`src/hw/rtl/ghte_pkg.sv`:
```
// ---------------------------------------------------------------------------
// ghte_pkg
// Shared types and constants for the GPIO handshake transfer engine: item
// opcodes, register map, configuration and result bundles.
// ---------------------------------------------------------------------------
`default_nettype none

package ghte_pkg;

  // Field widths fixed by the item and register formats
  localparam int DATA_W   = 16;
  localparam int BYTES_W  = 16;
  localparam int ADDR_W   = 5;
  localparam int REG_IDX_W = 3;
  localparam int APB_W    = 32;

  localparam logic [DATA_W-1:0] MASK16 = 16'hffff;
  localparam logic [DATA_W-1:0] MASK8  = 16'h00ff;

  // Item opcodes; the fourth code is ignored by the engine
  typedef enum logic [1:0] {
    OP_START = 2'd0,
    OP_READY = 2'd1,
    OP_INTR  = 2'd2
  } op_t;

  // Register indexes (byte address is index times four)
  localparam logic [REG_IDX_W-1:0] REG_WORD_MODE      = 3'd0;
  localparam logic [REG_IDX_W-1:0] REG_READ_DIRECTION = 3'd1;
  localparam logic [REG_IDX_W-1:0] REG_PATTERN_ENABLE = 3'd2;
  localparam logic [REG_IDX_W-1:0] REG_MATCH_PATTERN  = 3'd3;
  localparam logic [REG_IDX_W-1:0] REG_TRANSFER_BYTES = 3'd4;

  typedef struct packed {
    logic              word_mode;
    logic              read_direction;
    logic              pattern_enable;
    logic [DATA_W-1:0] match_pattern;
    logic [BYTES_W-1:0] transfer_bytes;
  } cfg_t;

  typedef struct packed {
    op_t               op;
    logic [DATA_W-1:0] data_in;
    logic              periph_ready;
  } item_t;

  typedef struct packed {
    logic [DATA_W-1:0]  data_out;
    logic               data_valid;
    logic               active;
    logic               done_res;
    logic               term_match;
    logic               term_count;
    logic               term_end;
    logic [BYTES_W-1:0] residual_bytes;
  } res_t;

endpackage

`default_nettype wire

```
`src/hw/rtl/ghte_cfg.sv`:
```
// ---------------------------------------------------------------------------
// ghte_cfg
// APB register block: holds the transfer setup registers and serves reads.
// ---------------------------------------------------------------------------
`default_nettype none

module ghte_cfg (
  input  wire logic                          clk,
  input  wire logic                          rst_n,
  input  wire logic                          psel,
  input  wire logic                          penable,
  input  wire logic                          pwrite,
  input  wire logic [ghte_pkg::ADDR_W-1:0]   paddr,
  input  wire logic [ghte_pkg::APB_W-1:0]    pwdata,
  output logic      [ghte_pkg::APB_W-1:0]    prdata,
  output logic                               pready,
  output ghte_pkg::cfg_t                     cfg
);

  ghte_pkg::cfg_t cfg_r;
  logic [ghte_pkg::REG_IDX_W-1:0] reg_idx;
  logic wr_en;

  assign reg_idx = paddr[ghte_pkg::ADDR_W-1:2];
  assign wr_en   = psel & penable & pwrite;
  assign pready  = 1'b1;
  assign cfg     = cfg_r;

  // Write the addressed register on the access phase
  always_ff @(posedge clk) begin
    if (!rst_n) begin
      cfg_r <= '0;
    end else if (wr_en) begin
      case (reg_idx)
        ghte_pkg::REG_WORD_MODE:      cfg_r.word_mode      <= pwdata[0];
        ghte_pkg::REG_READ_DIRECTION: cfg_r.read_direction <= pwdata[0];
        ghte_pkg::REG_PATTERN_ENABLE: cfg_r.pattern_enable <= pwdata[0];
        ghte_pkg::REG_MATCH_PATTERN:
          cfg_r.match_pattern  <= pwdata[ghte_pkg::DATA_W-1:0];
        ghte_pkg::REG_TRANSFER_BYTES:
          cfg_r.transfer_bytes <= pwdata[ghte_pkg::BYTES_W-1:0];
        default: ;
      endcase
    end
  end

  // Return the addressed register, zero-extended
  always_comb begin
    prdata = '0;
    case (reg_idx)
      ghte_pkg::REG_WORD_MODE:      prdata[0] = cfg_r.word_mode;
      ghte_pkg::REG_READ_DIRECTION: prdata[0] = cfg_r.read_direction;
      ghte_pkg::REG_PATTERN_ENABLE: prdata[0] = cfg_r.pattern_enable;
      ghte_pkg::REG_MATCH_PATTERN:
        prdata[ghte_pkg::DATA_W-1:0] = cfg_r.match_pattern;
      ghte_pkg::REG_TRANSFER_BYTES:
        prdata[ghte_pkg::BYTES_W-1:0] = cfg_r.transfer_bytes;
      default: prdata = '0;
    endcase
  end

endmodule

`default_nettype wire

```
`src/hw/rtl/ghte_xfer.sv`:
```
// ---------------------------------------------------------------------------
// ghte_xfer
// Transfer state and single-pass item logic: element counter, busy flag,
// pattern compare and residual calculation.
// ---------------------------------------------------------------------------
`default_nettype none

module ghte_xfer #(
  parameter int COUNT_BITS = 16
) (
  input  wire logic            clk,
  input  wire logic            rst_n,
  input  wire logic            adv,
  input  wire ghte_pkg::item_t item,
  input  wire ghte_pkg::cfg_t  cfg,
  output ghte_pkg::res_t       res
);

  localparam logic [31:0] CNT_MAX = 32'((64'd1 << COUNT_BITS) - 64'd1);

  logic                         busy_r, busy_nxt;
  logic [COUNT_BITS-1:0]        rem_r, rem_nxt;
  logic [COUNT_BITS-1:0]        rem_dec;
  logic [31:0]                  rem_dec_w, rem_w;
  logic [ghte_pkg::BYTES_W-1:0] bytes_dec, bytes_cur;
  logic [ghte_pkg::DATA_W-1:0]  wmask, din_m, pat_m;
  logic [ghte_pkg::BYTES_W-1:0] n_elems;
  logic [31:0]                  n_sat;
  logic                         hit;

  // Element width, pattern and count preparation
  assign wmask     = cfg.word_mode ? ghte_pkg::MASK16 : ghte_pkg::MASK8;
  assign din_m     = item.data_in & wmask;
  assign pat_m     = cfg.match_pattern & wmask;
  assign hit       = cfg.read_direction & cfg.pattern_enable & (din_m == pat_m);
  assign n_elems   = cfg.word_mode ? {1'b0, cfg.transfer_bytes[ghte_pkg::BYTES_W-1:1]}
                                   : cfg.transfer_bytes;
  assign n_sat     = (32'(n_elems) > CNT_MAX) ? CNT_MAX : 32'(n_elems);

  // Elements left after this handshake, and both counts in bytes
  assign rem_dec   = (rem_r != '0) ? rem_r - COUNT_BITS'(1) : '0;
  assign rem_dec_w = 32'(rem_dec);
  assign rem_w     = 32'(rem_r);
  assign bytes_dec = cfg.word_mode ? {rem_dec_w[ghte_pkg::BYTES_W-2:0], 1'b0}
                                   : rem_dec_w[ghte_pkg::BYTES_W-1:0];
  assign bytes_cur = cfg.word_mode ? {rem_w[ghte_pkg::BYTES_W-2:0], 1'b0}
                                   : rem_w[ghte_pkg::BYTES_W-1:0];

  // Decide the result and next state for the item in the input register
  always_comb begin
    res      = '0;
    busy_nxt = busy_r;
    rem_nxt  = rem_r;
    case (item.op)
      ghte_pkg::OP_START: begin
        if (!busy_r) begin
          if (!item.periph_ready) begin
            res.done_res       = 1'b1;
            res.term_end       = 1'b1;
            res.residual_bytes = cfg.transfer_bytes;
          end else if (n_elems == '0) begin
            res.done_res   = 1'b1;
            res.term_count = 1'b1;
          end else begin
            rem_nxt  = n_sat[COUNT_BITS-1:0];
            busy_nxt = 1'b1;
          end
        end
      end
      ghte_pkg::OP_READY: begin
        if (busy_r) begin
          res.data_out   = din_m;
          res.data_valid = 1'b1;
          rem_nxt        = rem_dec;
          if (hit) begin
            res.done_res       = 1'b1;
            res.term_match     = 1'b1;
            res.residual_bytes = bytes_dec;
            res.term_count     = (bytes_dec == '0);
            busy_nxt           = 1'b0;
          end else if (rem_dec == '0) begin
            res.done_res   = 1'b1;
            res.term_count = 1'b1;
            busy_nxt       = 1'b0;
          end
        end
      end
      ghte_pkg::OP_INTR: begin
        if (busy_r) begin
          res.done_res       = 1'b1;
          res.term_end       = 1'b1;
          res.residual_bytes = bytes_cur;
          busy_nxt           = 1'b0;
        end
      end
      default: ;
    endcase
    // Drop the count once a transfer ends
    if (res.done_res) begin
      rem_nxt = '0;
    end
    res.active = busy_nxt;
  end

  // Advance the state when the item moves to the result register
  always_ff @(posedge clk) begin
    if (!rst_n) begin
      busy_r <= 1'b0;
      rem_r  <= '0;
    end else if (adv) begin
      busy_r <= busy_nxt;
      rem_r  <= rem_nxt;
    end
  end

  // A running transfer always has elements left; an idle one has none
  a_busy_has_elems: assert property (@(posedge clk) disable iff (!rst_n)
    busy_r |-> (rem_r != '0))
    else $error("busy with zero elements left");

  a_idle_count_clear: assert property (@(posedge clk) disable iff (!rst_n)
    !busy_r |-> (rem_r == '0))
    else $error("element count left over while idle");

  // The last element handshake ends the transfer
  a_last_elem_ends: assert property (@(posedge clk) disable iff (!rst_n)
    (adv && busy_r && item.op == ghte_pkg::OP_READY && rem_r == COUNT_BITS'(1))
      |=> !busy_r)
    else $error("transfer still running after last element");

  // A finished transfer reports no activity, and data moves only on handshakes
  a_done_not_active: assert property (@(posedge clk) disable iff (!rst_n)
    (adv && res.done_res) |-> (!res.active && !busy_nxt))
    else $error("done reported on an active transfer");

  a_data_only_ready: assert property (@(posedge clk) disable iff (!rst_n)
    (adv && res.data_valid) |-> (busy_r && item.op == ghte_pkg::OP_READY))
    else $error("data moved outside a running handshake");

endmodule

`default_nettype wire

```
`src/hw/rtl/gpio_handshake_transfer_engine.sv`:
```
// Flow: an accepted item enters the input register, then its result moves
// into the result register once that is empty or being taken. Throughput:
// one item per cycle unless the result side stalls; the counter update and
// pattern compare complete in the single stage between the two registers.
// Reset (rst_n low, synchronous): no transfer running, element count zero,
// all setup registers zero, both pipeline registers empty.
// ---------------------------------------------------------------------------
// gpio_handshake_transfer_engine
// Handshaked parallel transfer engine, interrupt mode: top level with the
// input register, the result register and the APB setup port.
// ---------------------------------------------------------------------------
`default_nettype none

module gpio_handshake_transfer_engine #(
  parameter int COUNT_BITS = 16
) (
  input  wire logic                            clk,
  input  wire logic                            rst_n,
  // Input item channel
  input  wire logic                            in_valid,
  output logic                                 in_stall,
  input  wire logic [1:0]                      in_op,
  input  wire logic [ghte_pkg::DATA_W-1:0]     in_data_in,
  input  wire logic                            in_periph_ready,
  // Result channel
  output logic                                 out_valid,
  input  wire logic                            out_stall,
  output logic      [ghte_pkg::DATA_W-1:0]     out_data_out,
  output logic                                 out_data_valid,
  output logic                                 out_active,
  output logic                                 out_done_res,
  output logic                                 out_term_match,
  output logic                                 out_term_count,
  output logic                                 out_term_end,
  output logic      [ghte_pkg::BYTES_W-1:0]    out_residual_bytes,
  // Setup port
  input  wire logic                            psel,
  input  wire logic                            penable,
  input  wire logic                            pwrite,
  input  wire logic [ghte_pkg::ADDR_W-1:0]     paddr,
  input  wire logic [ghte_pkg::APB_W-1:0]      pwdata,
  output logic      [ghte_pkg::APB_W-1:0]      prdata,
  output logic                                 pready
);

  ghte_pkg::cfg_t  cfg;
  ghte_pkg::item_t item_r, item_nxt;
  ghte_pkg::res_t  res, res_r;
  logic            item_vld_r, item_vld_nxt;
  logic            out_vld_r, out_vld_nxt;
  logic            in_take, adv;

  ghte_cfg u_cfg (
    .clk     (clk),
    .rst_n   (rst_n),
    .psel    (psel),
    .penable (penable),
    .pwrite  (pwrite),
    .paddr   (paddr),
    .pwdata  (pwdata),
    .prdata  (prdata),
    .pready  (pready),
    .cfg     (cfg)
  );

  ghte_xfer #(
    .COUNT_BITS (COUNT_BITS)
  ) u_xfer (
    .clk   (clk),
    .rst_n (rst_n),
    .adv   (adv),
    .item  (item_r),
    .cfg   (cfg),
    .res   (res)
  );

  // Advance when the result register is empty or being taken
  assign adv      = item_vld_r & (~out_vld_r | ~out_stall);
  assign in_stall = item_vld_r & ~adv;
  assign in_take  = in_valid & ~in_stall;

  always_comb begin
    item_nxt.op           = ghte_pkg::op_t'(in_op);
    item_nxt.data_in      = in_data_in;
    item_nxt.periph_ready = in_periph_ready;
    item_vld_nxt          = in_take | (item_vld_r & ~adv);
    out_vld_nxt           = adv | (out_vld_r & out_stall);
  end

  // Hold valid flags under reset
  always_ff @(posedge clk) begin
    if (!rst_n) begin
      item_vld_r <= 1'b0;
      out_vld_r  <= 1'b0;
    end else begin
      item_vld_r <= item_vld_nxt;
      out_vld_r  <= out_vld_nxt;
    end
  end

  // Capture payloads; these need no reset
  always_ff @(posedge clk) begin
    if (in_take) begin
      item_r <= item_nxt;
    end
    if (adv) begin
      res_r <= res;
    end
  end

  assign out_valid          = out_vld_r;
  assign out_data_out       = res_r.data_out;
  assign out_data_valid     = res_r.data_valid;
  assign out_active         = res_r.active;
  assign out_done_res       = res_r.done_res;
  assign out_term_match     = res_r.term_match;
  assign out_term_count     = res_r.term_count;
  assign out_term_end       = res_r.term_end;
  assign out_residual_bytes = res_r.residual_bytes;

endmodule

`default_nettype wire

```
`config.mk`:
```
export PLATFORM = sky130hd
export DESIGN_NAME = gpio_handshake_transfer_engine
export DESIGN_NICKNAME = d
export VERILOG_FILES = /design/src/hw/rtl/ghte_pkg.sv /design/src/hw/rtl/ghte_cfg.sv /design/src/hw/rtl/ghte_xfer.sv /design/src/hw/rtl/gpio_handshake_transfer_engine.sv
export SDC_FILE = /design/constraint.sdc
export NUM_CORES = 1
export LEC_CHECK = 0
export BUFFER_PORTS_ARGS = -buffer_cell sky130_fd_sc_hd__clkbuf_2
export CAP_MARGIN = 20
export CORE_MARGIN = 10
export CORE_UTILIZATION = 52
export CTS_CLUSTER_DIAMETER = 150
export DETAILED_ROUTE_END_ITERATION = 16
export PLACE_DENSITY = 0.8
export RECOVER_POWER = 25
export SLEW_MARGIN = 20
export SYNTH_ARGS = -nofsm -noshare
export SYNTH_HDL_FRONTEND = slang
export SYNTH_SLANG_ARGS = --single-unit
```
`constraint.sdc`:
```
create_clock -name clk -period 5.7 [get_ports clk]
set_input_delay 0.285 -clock clk [delete_from_list [all_inputs] [get_ports clk]]
set_output_delay 0.285 -clock clk [all_outputs]
set_load 0.005 [all_outputs]
```
# Yosys cells after proc, flatten, opt, wreduce, memory -nomap -nowiden
# Index checks and enable logic that the tools add are counted.
[classes]
n_addsub = 1
n_eq_ne = 11
muxes = 40
bitwise = 17
reduce_logical = 14
[ops]
columns = ["op", "count"]
rows = [
  ["$mux 16", 12],
  ["$logic_not 16->1", 3],
  ["$pmux 16 s3", 1],
  ["$mux 17", 2],
  ["$and 16x16->16", 2],
  ["$pmux 16 s2", 1],
  ["$pmux 15 s2", 1],
  ["$mux 18", 1],
  ["$eq 16x16->1", 1],
  ["$mux 1", 16],
  ["$reduce_bool 16->1", 1],
  ["$sub 16x1->16 const B", 1],
  ["$reduce_and 2->1", 6],
  ["$ne 3x3->1 const B", 3],
  ["$and 1x1->1", 8],
  ["$eq 3x2->1 const B", 2],
  ["$pmux 1 s3", 2],
  ["$reduce_and 6->1", 1],
  ["$pmux 1 s5", 1],
  ["$not 1->1", 4],
  ["$pmux 1 s2", 2],
  ["$eq 3x1->1 const B", 1],
  ["$eq 3x3->1 const B", 1],
  ["$logic_not 3->1", 1],
  ["7 further kinds", 9],
]
[totals]
regBits = 111
input_bits = 63
elab_cells = 103

# Longest topological paths before layout
# Gate-level depths: netlist of the first run.
[logic_depth]
depth_word = 9
mapped_depth = 14
mapped_depth_nobuf = 10

# Modules after synthesis
# A second synthesis of the first run with hierarchy kept.
[hier_totals]
cells_unflattened = 613
hier_area_um2 = 6042.0
[modules_own_cells]
columns = ["mod", "n_inst", "cells_each", "area_per_inst_um2", "seq_area_each_um2"]
rows = [
  ["ghte_xfer", 1, 366, 2466.1, 340.3],
  ["gpio_handshake_transfer_engine", 1, 65, 1795.5, 1751.7],
  ["ghte_cfg", 1, 182, 1780.5, 700.7],
]

# Least setup slack after synthesis of the first run
# OpenSTA, ideal clock, no wires.
[synth_path]
kind = "flip-flop to flip-flop"
from = "register item_vld_r"
to = "register u_xfer.rem_r[10]"
setup_time_ns = 0.117
arrival_ns = 4.579
t_required_ns = 5.583
setup_slack_ns = 1.004
stages_incl_launch_ff = 8
path_buffers = 2
cell_sequence = "dfxtp_1 -> a21boi_0 -> o21ai_0 -> a31oi_1 -> nor2b_1 -> clkbuf_1 -> buf_6 -> a22o_1"
[synth_between]
elab_chain_len = 2
[synth_rtl]
columns = ["element", "line", "rtl"]
rows = [
  ["start: declaration", "gpio_handshake_transfer_engine.sv:49", "logic item_vld_r, item_vld_nxt;"],
  ["start signal: assignment", "gpio_handshake_transfer_engine.sv:96", "item_vld_r <= item_vld_nxt;"],
  ["$and 1x1->1", "gpio_handshake_transfer_engine.sv:78", "assign adv = item_vld_r & (~out_vld_r | ~out_stall);"],
  ["via adv", "gpio_handshake_transfer_engine.sv:51", "logic in_take, adv;"],
  ["$reduce_and 6->1 (no source line)", "--", ""],
  ["end signal: assignment", "ghte_xfer.sv:112", "rem_r <= rem_nxt;"],
  ["end: declaration", "ghte_xfer.sv:22", "logic [COUNT_BITS-1:0] rem_r, rem_nxt;"],
]
# The timed path passes the listed nets, and every way through them passes these cells.
# A chain may end at the register's enable or synchronous reset.

==> results of run 1 <==
-- cells in the mapped netlist (all sizes together), types with 18 or more instances --
cell type / count
a21boi: 34
xor2: 18
dfxtp: 54
nor2: 46
nand2: 92
buf: 37
o21ai: 30
and3: 18
mux2i: 34
a22o: 31
a21oi: 36
edfxtp: 57
clkbuf: 32
-- state kept, by name, summed over array words and instances, names as in the netlist --
| register | cells |
|---|---|
| out_residual_bytes | 16 |
| out_term_end | 1 |
| out_active | 1 |
| out_data_valid | 1 |
| out_term_match | 1 |
| out_valid | 1 |
| item_r | 19 |
| out_data_out | 16 |
| item_vld_r | 1 |
| u_xfer.busy_r | 1 |
| u_cfg.cfg | 35 |
| out_done_res | 1 |
| u_xfer.rem_r | 16 |
| out_term_count | 1 |
-- worst register-to-register path: stages (launching register included) --
cell and delay, ns:
edfxtp_1 0.41, xor2_1 0.17, nor4_1 0.43, nand4_1 0.16, nor3_1 0.35, nand2_1 0.46
nor4_1 0.52, o2111ai_1 0.18, o211ai_1 0.16
-- layout make-up --
cell class | instances | area [µm²] | share of cell area, %
Clock buffer | 11 | 254.0 | 3.780
Timing Repair Buffer | 106 | 498.0 | 7.412
Inverter | 7 | 26.28 | 0.3911
Tap cell | 143 | 178.9 | 2.663
Sequential cell | 111 | 2794 | 41.58
Clock inverter | 5 | 46.29 | 0.6890
Multi-Input combinational cell | 471 | 2922 | 43.48
-- kinds of logic after synthesis --
logic type      after synthesis
flops                       111
fa+ha+maj                     1
mux                          34
compound gates              158
other cells                   2
xor+xnor                     25
simple gates                236
buf+inv                      76
-- placed cells by master (no fill, tap or decap), types with 7 or more instances in the layout --
cell type  Yosys  routed
a22o_1        31      31
edfxtp_1      57      57
nor3_1        11      11
nand4_1       10      10
clkbuf_1      30      39
a21boi_0      34      33
xor2_1        18      18
mux2i_1       32      32
clkbuf_16      0      10
nor2b_1       13      11
nor4_1        11      10
clkbuf_2       0      62
nand2_1       92      92
dfxtp_1       54      53
o21ai_0       30      30
a21oi_1       36      36
conb_1         2      17
and3_1        18      18
nand3_1        7       7
nor2_1        44      42
xnor2_1        7       7
-- metal layers --
layer | vias to the layer above | global-route usage (%) | wire (µm)
met4 | 0 | 7.152 | 278
met3 | 23 | 4.673 | 1300
li1 | 2392 | - | -
met2 | 228 | 32.95 | 8152
met1 | 2474 | 25.45 | 6931
met5 | - | 0 | 0
-- final timing paths --
| check | startpoint | end | slack [ns] | cells past startpoint |
|---|---|---|---|---|
| max | item_r[3] | out_term_count | 2.67 | 8 |
| max reg2reg | item_r[3] | out_term_count | 2.67 | 8 |
| min | in_data_in[1] | item_r[2] | 0.09 | 1 |
| min reg2reg | u_cfg.cfg[17] | u_cfg.cfg[17] | 0.50 | 2 |
-- power by group through the flow --
stage | combinational [mW] | clock, mW | sequential [mW]
4_1_cts | 0.118 | 0.640 | 0.874
6_report | 0.119 | 0.639 | 0.874
5_1_grt | 0.131 | 0.672 | 0.876
2_1_floorplan | 0.0783 | 0 | 0.890
3_3_place_gp | 0.114 | 0 | 0.891
3_5_place_dp | 0.117 | 0 | 0.892
-- per-stage QoR --
stage | instances | hold WS (ns) | setup slack (ns) | power (mW)
3_5_place_dp | 838 | 0.4637 | 2.780 | 1.009
3_3_place_gp | 838 | 0.4629 | 2.898 | 1.005
4_1_cts | 854 | 0.09241 | 2.768 | 1.631
6_report | 854 | 0.09455 | 2.675 | 1.631
5_1_grt | 854 | 0.09119 | 2.659 | 1.679
2_1_floorplan | 658 | 0.3839 | 1.004 | 0.9679
==> run metrics, run 1 <==
internal power=1.235 mW; Final GP Congestion=0.8775; Post-Synth Adder-Cell Area=0.2059%; Top Family by Delay on Critical Path=simple AND/OR/NAND/NOR gates; vias in the first global route=5,037; first-pass GRT wire length=26.95 mm; Critical Path AT=3.21 ns; PortBufs=100; unrepaired setup endpoints after global routing=no; CTS Hold Bufs=0; vias per cell=5.992; sequential share of power=53.6%; Startpoint Class=flip-flop; largest net degree at the start of global routing=61; worst hold path type=input pin to flip-flop; XOR/XNOR Fraction of Synth Area=3.604%; post-cts sizing count=0; root buffer cell=clkbuf_16; max-slew violation count=0; power per cell area=242.8 mW/mm²; ant diodes=0; status=finished, violations left; max-cap violations=1; Starting DRT DRC Count=471; Via Count=5,117; WP buf/inv=0; # setup viols final=0; YS warnings=0; area grow syn2layout=10.58%; initial antenna violation count=0; critical path capture point type=flip-flop; simple logic cell fraction of the synthesized area=19.15%; Leakage=2.516 nW; Crit Path Max Fanout=15; Synth Register Bits=111; post-synthesis sequential area ratio=45.96%; post-CTS setup buffers=0; worst slew pin tran=1.497 ns; Util after Layout=58.84%; number of synthesized flops with an enable pin=57; post-synthesis async set-or-reset flop share=0%; CP most frequent cell=nor4_1; post-synthesis compound-gate area fraction=17.63%; Slew HR=0.1982%; Clk network pwr share=39.1%; fin area=0.006719 mm²; Initial Utilization=53.21%; CP cell instances=xor2_1 -> nor4_1 -> nand4_1 -> nor3_1 -> nand2_1 -> nor4_1 -> o2111ai_1 -> o211ai_1; Syn Area/Cell=9.449 µm²; Die ar.=0.01641 mm²; Nets=770; min Tclk post-route=3.025 ns; Sw Ratio=24.29%; crit share post-route=53.08%; synth unique cells=64; Clk pin slew, worst setup/hold paths=0.08 ns; Synth area leader=edfxtp_1; wire per inst=19.51 µm; post-synthesis mux area share=5.725%; Die W=128.1 µm; highest clock rate=330.5 MHz; VDD IR max=0.2845 mV; Setup TNS Final=0 ns; critical path class=flip-flop to flip-flop; num rows=39; HPWL Detailed=11.56 mm; Fillers=995; DRC viols=0; cell count after synthesis=643; DRT Pass-1 Iters=5; Slowest-stage cell, CP=nor4_1; Die Height=128.1 µm; Layout Skew=0.006964 ns; share of layout cells above drive strength 1=14.91%; CTS H-tree depth=3; clk_lat worst skew=0.36 ns; Final Hold Fails=0; core area=0.01142 mm²; gr usage total=20.15%; CTS tree=yes; Final ANT Viol Nets=0; combinational cell fraction of total power=7.3%; CTS buffer count=9; Longest Clk Path Bufs=2; main combinational cell family by area after synthesis=simple AND/OR/NAND/NOR gates; synth top area cells=edfxtp_1 28%, dfxtp_1 18%, nand2_1 5.7%, mux2i_1 5.3%, a22o_1 4.5%; Clock Sinks=111; CP required=5.88 ns; Psw=0.3963 mW; top cell type's share of synthesized area=28.17%; post-place instance area=0.006450 mm²; predominant post-synthesis flop cell=edfxtp_1; GRT overflow=0; drt total wl=16.66 mm; IO Pins=136; failing checks=max-capacitance violations; Crit path largest cell delay=0.52 ns; Mapped Area=0.006076 mm²
(Power assumes the default switching activity.)
==> run 2, diff against run 1 <==
==> constraint.sdc (replaced) <==
create_clock -name clk -period 3 [get_ports clk]
set_input_delay 0.15 -clock clk [delete_from_list [all_inputs] [get_ports clk]]
set_output_delay 0.15 -clock clk [all_outputs]
set_load 0.005 [all_outputs]
==> run 2 against run 1 <==
The run now ends clean. Clock power rose by 110%. Clock-buffer cell count fell by 2. Register-to-register slack got worse by 2.5 ns. First-iteration DRC count rose by 27%. Core utilization rose by 2.2 points. Design area rose by 3.7%. Sequential power rose by 90%. Setup slack got worse by 2.5 ns. Combinational power rose by 110%. Critical path depth rose by 2. Global-route usage rose by 0.43 points. Critical path type unchanged. Critical endpoint is now u_xfer.rem_r[2].
==> run metrics, run 2 (same netlist as run 1, synthesis figures left out) <==
worst hold path type=input pin to flip-flop (unchanged); CTS buffer count=9 (unchanged); Fillers=979 (was 995); vias in the first global route=5,297 (was 5,037); gr usage total=20.58% (was 20.15%); highest clock rate=357.5 MHz (was 330.5 MHz); crit share post-route=93.23% (was 53.08%); clk_lat worst skew=0.35 ns (was 0.36 ns); internal power=2.478 mW (was 1.235 mW); CP required=3.24 ns (was 5.88 ns); DRC viols=0 (unchanged); max-cap violations=0 (was 1); Die W=128.1 µm (unchanged); WP buf/inv=1 (was 0); Slew HR=43.52% (was 0.1982%); Clk pin slew, worst setup/hold paths=0.07 ns (was 0.08 ns); commonest non-fill, non-tap cells in the layout=92 x nand2_1, 65 x clkbuf_2, 57 x edfxtp_1, 53 x dfxtp_1, 44 x nor2_1 (was 92 x nand2_1, 62 x clkbuf_2, 57 x edfxtp_1, 53 x dfxtp_1, 42 x nor2_1); Via Count=5,286 (was 5,117); Final Hold Fails=0 (unchanged); Setup TNS Final=0 ns (unchanged); post-CTS setup buffers=0 (unchanged); Critical Path AT=3.04 ns (was 3.21 ns); num rows=39 (unchanged); area grow syn2layout=14.64% (was 10.58%); vias per cell=6.014 (was 5.992); Sw Ratio=23.10% (was 24.29%); Psw=0.7447 mW (was 0.3963 mW); DRT Pass-1 Iters=5 (unchanged); power per cell area=462.7 mW/mm² (was 242.8 mW/mm²); Longest Clk Path Bufs=2 (unchanged); status=completed (was finished, violations left); CTS H-tree depth=3 (unchanged); Crit path largest cell delay=0.38 ns (was 0.52 ns); sequential share of power=51.5% (was 53.6%); # setup viols final=0 (unchanged); post-cts sizing count=0 (unchanged); drt total wl=17.40 mm (was 16.66 mm); commonest non-fill, non-tap cell in the layout=nand2_1 (unchanged); Layout Skew=0.003777 ns (was 0.006964 ns); Die Height=128.1 µm (unchanged); Clock Sinks=111 (unchanged); Initial Utilization=53.21% (unchanged); Leakage=2.645 nW (was 2.516 nW); Startpoint Class=flip-flop (unchanged); critical path class=flip-flop to flip-flop (unchanged); Starting DRT DRC Count=600 (was 471); Die ar.=0.01641 mm² (unchanged); max-slew violation count=0 (unchanged); Crit Path Max Fanout=14 (was 15); PortBufs=100 (unchanged); VDD IR max=0.5978 mV (was 0.2845 mV); Nets=795 (was 770); worst slew pin tran=0.8446 ns (was 1.497 ns); CP most frequent cell=nand4_1 (was nor4_1); share of layout cells above drive strength 1=15.35% (was 14.91%); first-pass GRT wire length=27.46 mm (was 26.95 mm); Top Family by Delay on Critical Path=simple AND/OR/NAND/NOR gates (unchanged); Final ANT Viol Nets=0 (unchanged); Final GP Congestion=0.9746 (was 0.8775); CTS tree=yes (unchanged); GRT overflow=0 (unchanged); IO Pins=136 (unchanged); combinational cell fraction of total power=7.8% (was 7.3%); root buffer cell=clkbuf_16 (unchanged); critical path capture point type=flip-flop (unchanged); initial antenna violation count=0 (unchanged); Largest register FFs=35 (unchanged); Slowest-stage cell, CP=dfxtp_1 (was nor4_1); CP cell instances=inv_1 -> ha_1 -> nor2b_1 -> nand4_1 -> mux2i_2 -> nand4_1 -> nor2_2 -> nand3_2 -> and4_4 -> a22o_1 (was xor2_1 -> nor4_1 -> nand4_1 -> nor3_1 -> nand2_1 -> nor4_1 -> o2111ai_1 -> o211ai_1); wire per inst=19.79 µm (was 19.51 µm); HPWL Detailed=11.92 mm (was 11.56 mm); largest net degree at the start of global routing=58 (was 61); unrepaired setup endpoints after global routing=no (unchanged); Clk network pwr share=40.7% (was 39.1%); ant diodes=0 (unchanged); core area=0.01142 mm² (unchanged); min Tclk post-route=2.797 ns (was 3.025 ns); Hold Slack=0.02167 ns (was 0.09455 ns)
-- run 2: changes by cell type in the layout (fill, tap and decap cells not counted), sizes merged --
cell / before / now
clkinv: 1 / 4
clkbuf: 111 / 109
inv: 9 / 8
clkinvlp: 2 / 0
buf: 6 / 13
dlygate4sd3: 0 / 18
bufinv: 0 / 2
-- run 2: routing by layer --
| metal | vias to the layer above | GRT usage (%) | part of all wire (%) |
|---|---|---|---|
| li1 | 2444 | - | - |
| met4 | 0 | 7.285 | 1.8 |
| met3 | 36 | 5.087 | 10 |
| met1 | 2513 | 25.96 | 41 |
| met5 | - | 0 | 0 |
| met2 | 293 | 33.49 | 47 |
-- run 2: path summary, 6_finish.rpt --
path                   start               to  slack [ns]  cells after the start
max          u_xfer.rem_r[0]  u_xfer.rem_r[2]        0.20                     10
min                 in_valid       item_vld_r        0.02                      2
max reg2reg  u_xfer.rem_r[0]  u_xfer.rem_r[2]        0.20                     10
min reg2reg    u_cfg.cfg[25]    u_cfg.cfg[25]        0.50                      2
-- run 2: timing repair --
item                                    4_1_cts  5_1_grt
hold buffers                                 18        0
endpoints found under the hold margin        18        0
endpoints found under the setup margin        0        0
-- run 2: cell type report --
| cell class | count | area [µm²] | share of cell area [%] |
|---|---|---|---|
| Tap cell | 143 | 178.9 | 2.569 |
| Clock inverter | 7 | 103.9 | 1.491 |
| Inverter | 7 | 26.28 | 0.3772 |
| Sequential cell | 111 | 2794 | 40.11 |
| Timing Repair Buffer | 131 | 734.5 | 10.54 |
| Multi-Input combinational cell | 471 | 2903 | 41.67 |
| Clock buffer | 9 | 225.2 | 3.233 |
-- run 2: worst register-to-register path, delay by kind of cell (launching register included) --
| kind | cells | cell delay, ns |
|---|---|---|
| AO/OA/AOI/OAI | 1 | 0.23 |
| adder cells (fa/ha/maj) | 1 | 0.37 |
| buffers and inverters | 1 | 0.14 |
| flip-flops | 1 | 0.38 |
| multiplexers | 1 | 0.33 |
| AND/OR/NAND/NOR | 6 | 1.25 |
-- run 2: metrics by stage --
stage / instances / power, mW / util, % / area, µm² / setup WS, ns
after detailed placement: 845 / 1.923 / 56.93 / 6500 / 0.2714
after CTS: 879 / 3.236 / 61.39 / 7009 / 0.2606
after global placement: 845 / 1.914 / 56.93 / 6500 / 0.3310
after global routing: 879 / 3.315 / 61.00 / 6965 / 0.06487
final: 879 / 3.223 / 61.00 / 6965 / 0.2030
after floorplan: 658 / 1.837 / - / 6136 / 0.2827
-- run 2: power by group through the flow --
stage               clock (mW)  combinational (mW)  sequential, mW
finish                    1.31               0.250            1.66
global route              1.38               0.274            1.66
CTS                       1.33               0.249            1.66
detailed placement           0               0.228            1.69
global placement             0               0.221            1.69
floorplan                    0               0.149            1.69
